File: src/rtl/poq_pkg.sv
// ----------------------------------------------------------------------------
// poq_pkg: shared types and constants of the priority-ordered process queue
// action and status codes, controller states, command and status bundles
// ----------------------------------------------------------------------------
package poq_pkg;

	localparam int QUEUE_DEPTH_DEF   = 32;
	localparam int PRIORITY_BITS_DEF = 8;
	localparam int ID_W              = 5;
	localparam int ACTION_W          = 2;
	localparam int STATUS_W          = 2;

	typedef enum logic [ACTION_W-1:0] {
		ACT_INSERT   = 2'd0,
		ACT_REM_HEAD = 2'd1,
		ACT_REM_ID   = 2'd2,
		ACT_PEEK     = 2'd3
	} action_t;

	typedef enum logic [STATUS_W-1:0] {
		ST_OK        = 2'd0,
		ST_EMPTY     = 2'd1,
		ST_NOT_FOUND = 2'd2,
		ST_FULL      = 2'd3
	} status_t;

	typedef enum logic [2:0] {
		S_IDLE,
		S_INS,
		S_REM,
		S_PEEK,
		S_FINISH
	} state_t;

	// commands from controller to datapath
	typedef struct packed {
		logic load_op;    // latch the request, set up the walk
		logic ins_run;    // insert walk, tail toward head
		logic rem_run;    // remove walk, head toward tail
		logic res_full;   // result: queue full
		logic res_empty;  // result: queue empty
		logic res_peek;   // result: head entry
		logic push_out;   // load the output register
	} dp_cmd_t;

	// status from datapath to controller
	typedef struct packed {
		logic full;
		logic empty;
		logic ins_done;
		logic rem_done;
		logic out_free;
	} dp_stat_t;

endpackage

File: src/rtl/poq_ctrl.sv
// ----------------------------------------------------------------------------
// poq_ctrl: request sequencer
// takes one request at a time and steps the datapath through its walk
// ----------------------------------------------------------------------------
module poq_ctrl (
	input  logic                          clk,
	input  logic                          arst_n,
	input  logic                          req_valid,
	output logic                          req_ready,
	input  logic [poq_pkg::ACTION_W-1:0]  action,
	input  poq_pkg::dp_stat_t             stat,
	output poq_pkg::dp_cmd_t              cmd
);
	import poq_pkg::*;

	state_t  state_q;
	state_t  state_d;
	action_t act;

	assign act = action_t'(action);

	always_ff @(posedge clk or negedge arst_n) begin
		if (!arst_n) begin
			state_q <= S_IDLE;
		end else begin
			state_q <= state_d;
		end
	end

	always_comb begin
		state_d   = state_q;
		cmd       = '0;
		req_ready = 1'b0;
		unique case (state_q)
			S_IDLE: begin
				req_ready = 1'b1;
				if (req_valid) begin
					cmd.load_op = 1'b1;
					unique case (act)
						ACT_INSERT: begin
							if (stat.full) begin
								cmd.res_full = 1'b1;
								state_d      = S_FINISH;
							end else begin
								state_d = S_INS;
							end
						end
						ACT_REM_HEAD, ACT_REM_ID: begin
							if (stat.empty) begin
								cmd.res_empty = 1'b1;
								state_d       = S_FINISH;
							end else begin
								state_d = S_REM;
							end
						end
						ACT_PEEK: begin
							if (stat.empty) begin
								cmd.res_empty = 1'b1;
								state_d       = S_FINISH;
							end else begin
								state_d = S_PEEK;
							end
						end
						default: state_d = S_IDLE;
					endcase
				end
			end
			S_INS: begin
				cmd.ins_run = 1'b1;
				if (stat.ins_done) begin
					state_d = S_FINISH;
				end
			end
			S_REM: begin
				cmd.rem_run = 1'b1;
				if (stat.rem_done) begin
					state_d = S_FINISH;
				end
			end
			S_PEEK: begin
				cmd.res_peek = 1'b1;
				state_d      = S_FINISH;
			end
			S_FINISH: begin
				if (stat.out_free) begin
					cmd.push_out = 1'b1;
					state_d      = S_IDLE;
				end
			end
			default: state_d = S_IDLE;
		endcase
	end

endmodule

File: src/rtl/poq_dp.sv
// ----------------------------------------------------------------------------
// poq_dp: queue storage and walk datapath
// slot memory with one write and one registered read port, walk pointers,
// result and output registers
// ----------------------------------------------------------------------------
module poq_dp #(
	parameter int QUEUE_DEPTH   = poq_pkg::QUEUE_DEPTH_DEF,
	parameter int PRIORITY_BITS = poq_pkg::PRIORITY_BITS_DEF
) (
	input  logic                          clk,
	input  logic                          arst_n,
	input  poq_pkg::dp_cmd_t              cmd,
	output poq_pkg::dp_stat_t             stat,
	input  logic [poq_pkg::ACTION_W-1:0]  action,
	input  logic [poq_pkg::ID_W-1:0]      entry_id,
	input  logic [PRIORITY_BITS-1:0]      entry_priority,
	output logic                          res_valid,
	input  logic                          res_ready,
	output logic [poq_pkg::STATUS_W-1:0]  status,
	output logic [poq_pkg::ID_W-1:0]      result_id,
	output logic [PRIORITY_BITS-1:0]      result_priority,
	output logic                          queue_empty
);
	import poq_pkg::*;

	localparam int AW = $clog2(QUEUE_DEPTH);
	localparam int CW = $clog2(QUEUE_DEPTH + 1);

	// slot memory
	logic [ID_W-1:0]          id_mem   [QUEUE_DEPTH];
	logic [PRIORITY_BITS-1:0] prio_mem [QUEUE_DEPTH];

	logic [ID_W-1:0]          rd_id_s1;
	logic [PRIORITY_BITS-1:0] rd_prio_s1;
	logic [AW-1:0]            addr_s1;
	logic                     vld_s1;

	logic [CW-1:0]            occ_q;
	logic [AW-1:0]            hole_q;
	logic [CW-1:0]            ptr_q;
	logic                     found_q;
	logic [ID_W-1:0]          op_id_q;
	logic [PRIORITY_BITS-1:0] op_prio_q;
	logic                     op_head_q;

	status_t                  res_status_q;
	logic [ID_W-1:0]          res_id_q;
	logic [PRIORITY_BITS-1:0] res_prio_q;

	logic                     out_valid_q;
	status_t                  out_status_q;
	logic [ID_W-1:0]          out_id_q;
	logic [PRIORITY_BITS-1:0] out_prio_q;
	logic                     out_empty_q;

	logic                     rd_en;
	logic [AW-1:0]            rd_addr;
	logic                     wr_en;
	logic [AW-1:0]            wr_addr;
	logic [ID_W-1:0]          wr_id;
	logic [PRIORITY_BITS-1:0] wr_prio;
	logic                     shift_ins;
	logic                     ins_done;
	logic                     rem_done;
	logic                     rem_match;

	assign shift_ins = vld_s1 && (op_prio_q > rd_prio_s1);
	assign ins_done  = cmd.ins_run && (vld_s1 ? !shift_ins : (hole_q == '0));
	assign rem_done  = cmd.rem_run && !vld_s1 && (ptr_q == occ_q);
	assign rem_match = cmd.rem_run && vld_s1 && !found_q
		&& (op_head_q || (rd_id_s1 == op_id_q));

	// memory port control
	always_comb begin
		rd_en   = 1'b0;
		rd_addr = '0;
		wr_en   = 1'b0;
		wr_addr = hole_q;
		wr_id   = op_id_q;
		wr_prio = op_prio_q;
		if (cmd.ins_run) begin
			if (vld_s1) begin
				wr_en = 1'b1;
				if (shift_ins) begin
					// move the lower entry one slot toward the tail
					wr_id   = rd_id_s1;
					wr_prio = rd_prio_s1;
					if (hole_q != AW'(1)) begin
						rd_en   = 1'b1;
						rd_addr = hole_q - AW'(2);
					end
				end
			end else if (hole_q != '0) begin
				rd_en   = 1'b1;
				rd_addr = hole_q - AW'(1);
			end else begin
				wr_en = 1'b1;
			end
		end else if (cmd.rem_run) begin
			if (ptr_q < occ_q) begin
				rd_en   = 1'b1;
				rd_addr = ptr_q[AW-1:0];
			end
			if (vld_s1 && found_q) begin
				// close the gap left by the removed entry
				wr_en   = 1'b1;
				wr_addr = addr_s1 - AW'(1);
				wr_id   = rd_id_s1;
				wr_prio = rd_prio_s1;
			end
		end else begin
			// head read, ready for a peek
			rd_en = 1'b1;
		end
	end

	always_ff @(posedge clk) begin
		if (wr_en) begin
			id_mem[wr_addr]   <= wr_id;
			prio_mem[wr_addr] <= wr_prio;
		end
		if (rd_en) begin
			rd_id_s1   <= id_mem[rd_addr];
			rd_prio_s1 <= prio_mem[rd_addr];
		end
		addr_s1 <= rd_addr;
	end

	// walk control
	always_ff @(posedge clk or negedge arst_n) begin
		if (!arst_n) begin
			vld_s1  <= 1'b0;
			occ_q   <= '0;
			hole_q  <= '0;
			ptr_q   <= '0;
			found_q <= 1'b0;
		end else begin
			vld_s1 <= rd_en && (cmd.ins_run || cmd.rem_run);
			if (cmd.load_op) begin
				hole_q  <= occ_q[AW-1:0];
				ptr_q   <= '0;
				found_q <= 1'b0;
			end else begin
				if (cmd.ins_run && shift_ins) begin
					hole_q <= hole_q - AW'(1);
				end
				if (cmd.rem_run && rd_en) begin
					ptr_q <= ptr_q + CW'(1);
				end
				if (rem_match) begin
					found_q <= 1'b1;
				end
			end
			if (ins_done) begin
				occ_q <= occ_q + CW'(1);
			end else if (rem_done && found_q) begin
				occ_q <= occ_q - CW'(1);
			end
		end
	end

	// request fields and result
	always_ff @(posedge clk) begin
		if (cmd.load_op) begin
			op_id_q   <= entry_id;
			op_prio_q <= entry_priority;
			op_head_q <= (action_t'(action) == ACT_REM_HEAD);
		end
		if (cmd.res_full) begin
			res_status_q <= ST_FULL;
			res_id_q     <= entry_id;
			res_prio_q   <= entry_priority;
		end else if (cmd.res_empty) begin
			res_status_q <= ST_EMPTY;
			res_id_q     <= (action_t'(action) == ACT_REM_ID) ? entry_id : '0;
			res_prio_q   <= '0;
		end else if (cmd.res_peek) begin
			res_status_q <= ST_OK;
			res_id_q     <= rd_id_s1;
			res_prio_q   <= rd_prio_s1;
		end else if (ins_done) begin
			res_status_q <= ST_OK;
			res_id_q     <= op_id_q;
			res_prio_q   <= op_prio_q;
		end else if (rem_match) begin
			res_id_q   <= op_head_q ? rd_id_s1 : op_id_q;
			res_prio_q <= rd_prio_s1;
		end else if (rem_done) begin
			if (found_q) begin
				res_status_q <= ST_OK;
			end else begin
				res_status_q <= ST_NOT_FOUND;
				res_id_q     <= op_id_q;
				res_prio_q   <= '0;
			end
		end
		if (cmd.push_out) begin
			out_status_q <= res_status_q;
			out_id_q     <= res_id_q;
			out_prio_q   <= res_prio_q;
			out_empty_q  <= (occ_q == '0);
		end
	end

	always_ff @(posedge clk or negedge arst_n) begin
		if (!arst_n) begin
			out_valid_q <= 1'b0;
		end else if (cmd.push_out) begin
			out_valid_q <= 1'b1;
		end else if (res_ready) begin
			out_valid_q <= 1'b0;
		end
	end

	assign stat.full     = (occ_q == CW'(QUEUE_DEPTH));
	assign stat.empty    = (occ_q == '0);
	assign stat.ins_done = ins_done;
	assign stat.rem_done = rem_done;
	assign stat.out_free = !out_valid_q || res_ready;

	assign res_valid       = out_valid_q;
	assign status          = out_status_q;
	assign result_id       = out_id_q;
	assign result_priority = out_prio_q;
	assign queue_empty     = out_empty_q;

endmodule

File: src/rtl/priority_ordered_process_queue_unit.sv
// ----------------------------------------------------------------------------
// priority_ordered_process_queue_unit: sorted process queue
// keeps process identifiers in descending priority order, ties in arrival
// order; insert, remove head, remove by identifier and peek head
// ----------------------------------------------------------------------------
//
// channel   | handshake              | fields
// ----------+------------------------+------------------------------------------
// request   | req_valid / req_ready  | action, entry_id, entry_priority
// result    | res_valid / res_ready  | status, result_id, result_priority,
//           |                        | queue_empty
//
// one request at a time; one result per request
// insert and remove walk the slot memory one slot a cycle through its single
// read port; a peek reads the head slot, a full or empty answer needs no
// walk, and every request passes through the finish state back to idle
// a result waits in the output register while res_ready is low; the next
// request is taken once that result has been registered
// reset clears the occupancy count, walk state, output valid flag and sequencer state; slot contents need no clearing
//
module priority_ordered_process_queue_unit #(
	parameter int QUEUE_DEPTH   = poq_pkg::QUEUE_DEPTH_DEF,
	parameter int PRIORITY_BITS = poq_pkg::PRIORITY_BITS_DEF
) (
	input  logic                          clk,
	input  logic                          arst_n,
	// request channel
	input  logic                          req_valid,
	output logic                          req_ready,
	input  logic [poq_pkg::ACTION_W-1:0]  action,
	input  logic [poq_pkg::ID_W-1:0]      entry_id,
	input  logic [PRIORITY_BITS-1:0]      entry_priority,
	// result channel
	output logic                          res_valid,
	input  logic                          res_ready,
	output logic [poq_pkg::STATUS_W-1:0]  status,
	output logic [poq_pkg::ID_W-1:0]      result_id,
	output logic [PRIORITY_BITS-1:0]      result_priority,
	output logic                          queue_empty
);
	import poq_pkg::*;

	dp_cmd_t  cmd;
	dp_stat_t stat;

	// sequencer: idle, insert or remove walk, peek, finish
	poq_ctrl u_ctrl (
		.clk       (clk),
		.arst_n    (arst_n),
		.req_valid (req_valid),
		.req_ready (req_ready),
		.action    (action),
		.stat      (stat),
		.cmd       (cmd)
	);

	// slot memory, walk pointers, result and output registers
	poq_dp #(
		.QUEUE_DEPTH   (QUEUE_DEPTH),
		.PRIORITY_BITS (PRIORITY_BITS)
	) u_dp (
		.clk             (clk),
		.arst_n          (arst_n),
		.cmd             (cmd),
		.stat            (stat),
		.action          (action),
		.entry_id        (entry_id),
		.entry_priority  (entry_priority),
		.res_valid       (res_valid),
		.res_ready       (res_ready),
		.status          (status),
		.result_id       (result_id),
		.result_priority (result_priority),
		.queue_empty     (queue_empty)
	);

endmodule

File: config.mk
export PLATFORM = sky130hd
export DESIGN_NAME = priority_ordered_process_queue_unit
export DESIGN_NICKNAME = d
export VERILOG_FILES = /design/src/rtl/poq_pkg.sv /design/src/rtl/poq_ctrl.sv /design/src/rtl/poq_dp.sv /design/src/rtl/priority_ordered_process_queue_unit.sv
export SDC_FILE = /design/constraint.sdc
export NUM_CORES = 1
export LEC_CHECK = 0
export ABC_AREA = 1
export BUFFER_PORTS_ARGS = -buffer_cell sky130_fd_sc_hd__buf_2
export CORE_ASPECT_RATIO = 1.75
export CORE_MARGIN = 3
export CORE_UTILIZATION = 35
export CTS_CLUSTER_SIZE = 40
export DETAILED_ROUTE_END_ITERATION = 12
export MAX_ROUTING_LAYER = met4
export PLACE_DENSITY = 0.5
export SETUP_SLACK_MARGIN = 0.02
export SYNTH_ARGS = -nofsm -noshare
export SYNTH_HDL_FRONTEND = slang
export SYNTH_HIERARCHICAL = 1
export SYNTH_SLANG_ARGS = --single-unit
File: constraint.sdc
create_clock -name clk -period 3.6 [get_ports clk]
set_input_delay 0.72 -clock clk [delete_from_list [all_inputs] [get_ports clk]]
set_output_delay 0.72 -clock clk [all_outputs]
set_load 0.05 [all_outputs]
=== Word-level counts from Yosys, hierarchy flattened ===
Memories as Yosys holds them, arrays and structs flattened. A register that Yosys moved wholly into a read port is not among the register bits.
Index checks and enable logic that the tools add are counted.

* Register bits: 73
* Bits in latches: 0
* Bits in writable memories: 416
* Bits in read-only memories: 0
* Input bits: 19
* Output and inout port bits: 18
* Logic and storage cells: 176
* Memories: 2

{| class="wikitable"
|+ Memories
! name !! depth !! width !! rd ports !! clocked after memory_dff !! wr ports !! line !! source
|-
| u_dp.prio_mem || 32 || 8 || 1 || 1 || 1 || poq_dp.sv:31 || <nowiki>logic [PRIORITY_BITS-1:0] prio_mem [QUEUE_DEPTH];</nowiki>
|-
| u_dp.id_mem || 32 || 5 || 1 || 1 || 1 || poq_dp.sv:30 || <nowiki>logic [ID_W-1:0] id_mem [QUEUE_DEPTH];</nowiki>
|}

* $add $sub $neg: 6
* Multiply operators: 0
* Div/mod/pow operators: 0
* Order comparisons: 2
* Equality and inequality tests: 18
* Shift-type cells: 0
* Mux-type cells: 90
* Bitwise gates (word level): 0
* Reductions and logical operators: 39

{| class="wikitable"
|+ Operators by type and width
! cell !! count
|-
| $mux W5 || 26
|-
| $mux W8 || 12
|-
| $mux W1 || 31
|-
| $mux W6 || 4
|-
| $mux W3 || 7
|-
| $mux W2 || 8
|-
| $pmux W3 S5 || 1
|-
| $add A6 B1 Y6 const B || 2
|-
| $logic_and A1 B1 Y1 || 12
|-
| $reduce_bool A2 Y1 || 5
|-
| $sub A5 B1 Y5 const B || 2
|-
| $pmux W3 S3 || 1
|-
| $gt A8 B8 Y1 || 1
|-
| $eq A3 B2 Y1 const B || 2
|-
| $eq A6 B6 Y1 || 1
|-
| $eq A6 B6 Y1 const B || 1
|-
| $logic_not A6 Y1 || 1
|-
| $lt A6 B6 Y1 || 1
|-
| $ne A6 B6 Y1 const B || 1
|-
| $reduce_and A2 Y1 || 3
|-
| $reduce_bool A6 Y1 || 1
|-
| $sub A6 B1 Y6 const B || 1
|-
| $eq A5 B5 Y1 || 1
|-
| $logic_not A5 Y1 || 1
|-
| other kinds (20) || 29
|}

=== Depth between registers and ports, before layout ===
* Word-level depth: 10
* Gate-level depth with buffers: 21
* Mapped depth without buffers: 21

=== Hierarchy ===
The synthesis kept the hierarchy.

{| class="wikitable"
|+ By module, submodules not included
! module !! times used !! cells each !! area each (sq um) !! sequential area each (sq um)
|-
| poq_dp || 1 || 1860 || 21520.6 || 14814.2
|-
| poq_ctrl || 1 || 53 || 324.1 || 75.1
|}

=== Worst setup path before layout ===
No wires, ideal clock.

* Path kind: register to register
* Start point: reg u_dp.op_prio_q[7]
* End point: mem u_dp.id_mem[0][0], data pin
* Setup time: 0.454 ns
* Arrival time: 3.013 ns
* Data required time: 3.146 ns
* Path slack: 0.133 ns
* Stages on the path, launching flop included: 11
* Buffers on the path: 1
* Period minus slack after synthesis: 3.467 ns
* Cell sequence: edfxtp_1 > ha_1 > a21o_1 > nor2_1 > nand2_1 > nand2_2 > nor2_1 > inv_1 > nand2_1 > clkbuf_1 > o21ai_0

* Cells in the longest elaborated chain, start to end: 5

{| class="wikitable"
|+ RTL lines
! element !! line !! source
|-
| start, declared || poq_dp.sv:43 || <nowiki>logic [PRIORITY_BITS-1:0] op_prio_q;</nowiki>
|-
| start signal, assigned || poq_dp.sv:166 || <nowiki>op_prio_q <= entry_priority;</nowiki>
|-
| $gt A8 B8 Y1 || poq_dp.sv:67 || <nowiki>assign shift_ins = vld_s1 && (op_prio_q > rd_prio_s1);</nowiki>
|-
| $logic_and A1 B1 Y1 || poq_dp.sv:67 ||
|-
| $mux W5 || poq_dp.sv:84 || <nowiki>if (shift_ins) begin</nowiki>
|-
| $mux W5 || poq_dp.sv:82 || <nowiki>if (vld_s1) begin</nowiki>
|-
| $mux W5 || poq_dp.sv:81 || <nowiki>if (cmd.ins_run) begin</nowiki>
|-
| net u_dp.wr_id[0] || poq_dp.sv:60 || <nowiki>logic [ID_W-1:0] wr_id;</nowiki>
|-
| end, declared || poq_dp.sv:30 ||
|}

The timed path passes the listed nets, and every way through them passes these cells.

==> metrics.md <==
| Metric | Value |
|---|---|
| Status | `finished clean` |
| Port Buffers | `36` |
| Fin Hold WS | `121 ps` |
| Global-route wire length before repair | `a little under 100 mm` |
| Die Span X | `roughly 200 microns` |
| Layout Skew | `just over 30 ps` |
| Setup Total Neg Slack | `0 ps` |
| N_diodes | `0` |
| Htree depth | `2` |
| Max clock buf depth | `3` |
| Pin count of the biggest net entering global routing | `just over 90` |
| Routed len/inst | `between 20 and 25 microns` |
| Pwr dens | `about 760 mW/mm^2` |
| Post-Syn Area | `between 0.02 and 0.025 sq mm` |
| Final hold violations | `0` |
| Worst Setup Start Kind | `register` |
| Grt ovf | `0` |
| Syn nets | `approximately 2.0k` |
| Core ar. | `roughly 0.06 sq mm` |
| Post-route DRC | `0` |
| Final Max Slew Viols | `0` |
| Hold WC Path Type | `primary input to async pin` |
| Vias per cell | `5.36` |
| Top-level port count | `37` |
| Req. time, crit path | `a little under 4000 ps` |
| Layout area overhead | `13.4%` |
| Critical Path AT | `around 3500 ps` |
| Sequential share of the synthesized area | `between 60 and 70%` |
| # rows | `between 100 and 150` |
| Clock-pin slew on the worst setup and hold paths | `70 ps` |
| Gpl congestion | `0.888` |
| Root Buffer | `clkbuf_16` |
| Yosys cell types | `49` |
| Effective utilization at floorplan | `between 30% and 40%` |
| Post-layout min period | `3280 ps` |
| Worst Tran Pin Value | `886 ps` |
| VDD IR max | `601 uV` |
| Yosys Warn Count | `6` |
| Detailed placer's ending HPWL | `40.5 mm` |
| Setup violations, final | `0` |
| RSZ-0062 raised after global routing | `false` |
| Final period utilization | `91.0%` |
| Max cap viols | `0` |
| Vias in the first global route | `15.0k` |
| Post-Syn Instances | `roughly 1.9k` |
| Number of detailed-route iterations in the first pass | `5` |
| Skew-Pair Late Insertion Delay | `roughly 600 ps` |
| Setup CP Type | `register to register` |
| Die height | `between 300 and 400 microns` |
| Clk sink count | `roughly 500` |
| Syn avg cell area | `~11 sq um` |
| Slew headroom | `41.0%` |
| Fmax | `between 0.3 and 0.4 GHz` |
| Total die area | `between 0.06 and 0.07 sq mm` |
| Number of CTS-inserted buffers | `46` |
| Total track usage | `a little over 20%` |
| Synthesis-stage register bit count | `between 500 and 600` |
| CP Max Fanout | `13` |
| DRT iter0 DRCs | `~1.4k` |
| Crit. End Element | `register` |
| Hold buffers post-CTS | `0` |
| Post-DRT Antenna Nets | `0` |
| Final nets | `2021` |
| Fillers | `~5.9k` |
| Initial antenna violation count | `0` |
| Static Leakage | `8.96 nW` |
| Share of cells above drive strength 1 | `a little under an eighth` |
| Vias | `roughly 15k` |
| CTS tree | `done` |
| Routed WL | `65.0 mm` |
## kinds of logic after synthesis
family | count (synthesis) | synth area share (%)
AOI/OAI and AO/OA | 79 | 2.25
adders and majority gates | 25 | 1.47
xor gates and xnor gates | 14 | 0.561
muxes | 7 | 0.361
DFF | 502 | 68.2
and+or+nand+nor | 1084 | 22.7
buffers and inverters | 202 | 4.50
## cells in the final DEF, fill, tap and decap left out, drive strengths merged, types with 7 or more instances in the layout
| master | synthesis | layout |
|---|---|---|
| mux2 | 7 | 7 |
| nand3 | 622 | 622 |
| dfrtp | 23 | 23 |
| nor2 | 83 | 83 |
| a22oi | 8 | 8 |
| clkinv | 0 | 22 |
| edfxtp | 472 | 472 |
| dfxtp | 7 | 7 |
| xor2 | 10 | 10 |
| o21ai | 29 | 29 |
| inv | 91 | 93 |
| nand2 | 355 | 355 |
| clkbuf | 17 | 56 |
| nor3 | 11 | 11 |
| ha | 24 | 24 |
| a21oi | 21 | 21 |
| buf | 94 | 127 |
## layout make-up
cell class	count	area (sq um)	share of cell area, %
clock inverter	30	268	1.08
timing repair buffer	127	1030	4.14
sequential	502	14900	60.1
tap	793	992	4.01
inverter	91	350	1.41
clock buffer	56	1200	4.84
multi-input combinational	1209	6050	24.4
## flip-flops by register name, indices dropped and copies added (netlist names), 2 cells and up
signal / count
u_dp/id_mem: 160
u_dp/result_priority: 8
u_dp/hole_q: 5
u_dp/res_status_q: 2
u_dp/prio_mem: 256
u_dp/rd_prio_s1: 8
u_dp/res_prio_q: 8
u_dp/result_id: 5
u_dp/status: 2
u_dp/res_id_q: 5
u_dp/op_prio_q: 8
u_dp/op_id_q: 5
u_dp/rd_id_s1: 5
u_dp/addr_s1: 5
u_dp/ptr_q: 6
u_dp/occ_q: 6
u_ctrl/state_q: 3
## worst max-delay path, cell delays in order, from the launching register on
cell     delay [ps]
dfrtp_1         440
inv_1            60
nor2_1          110
inv_1            70
nor2_1          210
inv_1           140
nor3_1          190
nand2_1         260
nand2_1         130
o21ai_0         150
inv_1           110
nand3_1         390
buf_4           330
nor2_1          110
buf_4           260
## final timing paths
check,start,to,slack [ps],depth (start not counted)
min,arst_n,u_dp/occ_q[4],120,1
max in group asynchronous,arst_n,u_dp/found_q,3110,1
max,u_ctrl/state_q[1],u_dp/id_mem[6][1],320,14
min in group clk,entry_priority[3],u_dp/op_prio_q[3],320,1
max reg2reg,u_ctrl/state_q[1],u_dp/id_mem[6][1],320,14
min reg2reg,u_dp/res_id_q[4],u_dp/result_id[4],410,0
## per-stage QoR
step                util (%)  power, mW  setup slack (ps)  instance area, sq um  instances
floorplan                  -       11.7               133                 21800       1913
global placement        37.9       14.2               239                 23300       2722
detailed placement      37.9       14.2               235                 23300       2722
CTS                     40.2       19.1               199                 24800       2808
global route            40.2       19.9               118                 24800       2808
finish                  40.2       18.9               323                 24800       2808
## synthesized netlist by cell type, drive strengths merged
master / count / share of area (%)
fa: 1 / 0.092
a221oi: 1 / 0.040
nand3: 622 / 14
edfxtp: 472 / 65
o22ai: 2 / 0.057
nand4: 4 / 0.14
nand3b: 2 / 0.069
a22oi: 8 / 0.27
nor2: 83 / 1.5
or2: 2 / 0.057
clkbuf: 17 / 0.29
a21o: 2 / 0.069
dfrtp: 23 / 2.6
buf: 94 / 2.6
a31oi: 4 / 0.11
nor3b: 2 / 0.092
ha: 24 / 1.4
o21bai: 1 / 0.034
o221ai: 3 / 0.12
and3: 2 / 0.057
dfxtp: 7 / 0.64
o41ai: 3 / 0.12
xnor2: 4 / 0.16
inv: 91 / 1.6
a21oi: 21 / 0.53
o31ai: 5 / 0.17
nor4: 1 / 0.029
mux2: 7 / 0.36
nor3: 11 / 0.27
o21ai: 29 / 0.72
xor2: 10 / 0.40
nand2: 355 / 6.2
## power breakdown
part | internal [mW] | switching, mW | total (mW) | leakage, nW
registers | 7.20 | 0.281 | 7.48 | 4.64
clock network | 2.67 | 2.21 | 4.89 | 0.715
logic | 1.82 | 4.74 | 6.56 | 3.61
total | 11.7 | 7.23 | 18.9 | 8.96
## repair_timing
item                       CTS  global route
resized for setup            0             2
setup endpoints to repair    0             2
buffers inserted             0             0
## layer usage
layer / vias to the layer above / share of wire [%] / track usage (%)
li1: 6994 / - / -
met1: 7411 / 37 / 22.3
met2: 496 / 52 / 35.4
met3: 146 / 4.7 / 1.95
met4: 0 / 6.2 / 11.6
met5: - / 0 / -
No activity file was read; power rests on OpenSTA's default activity.
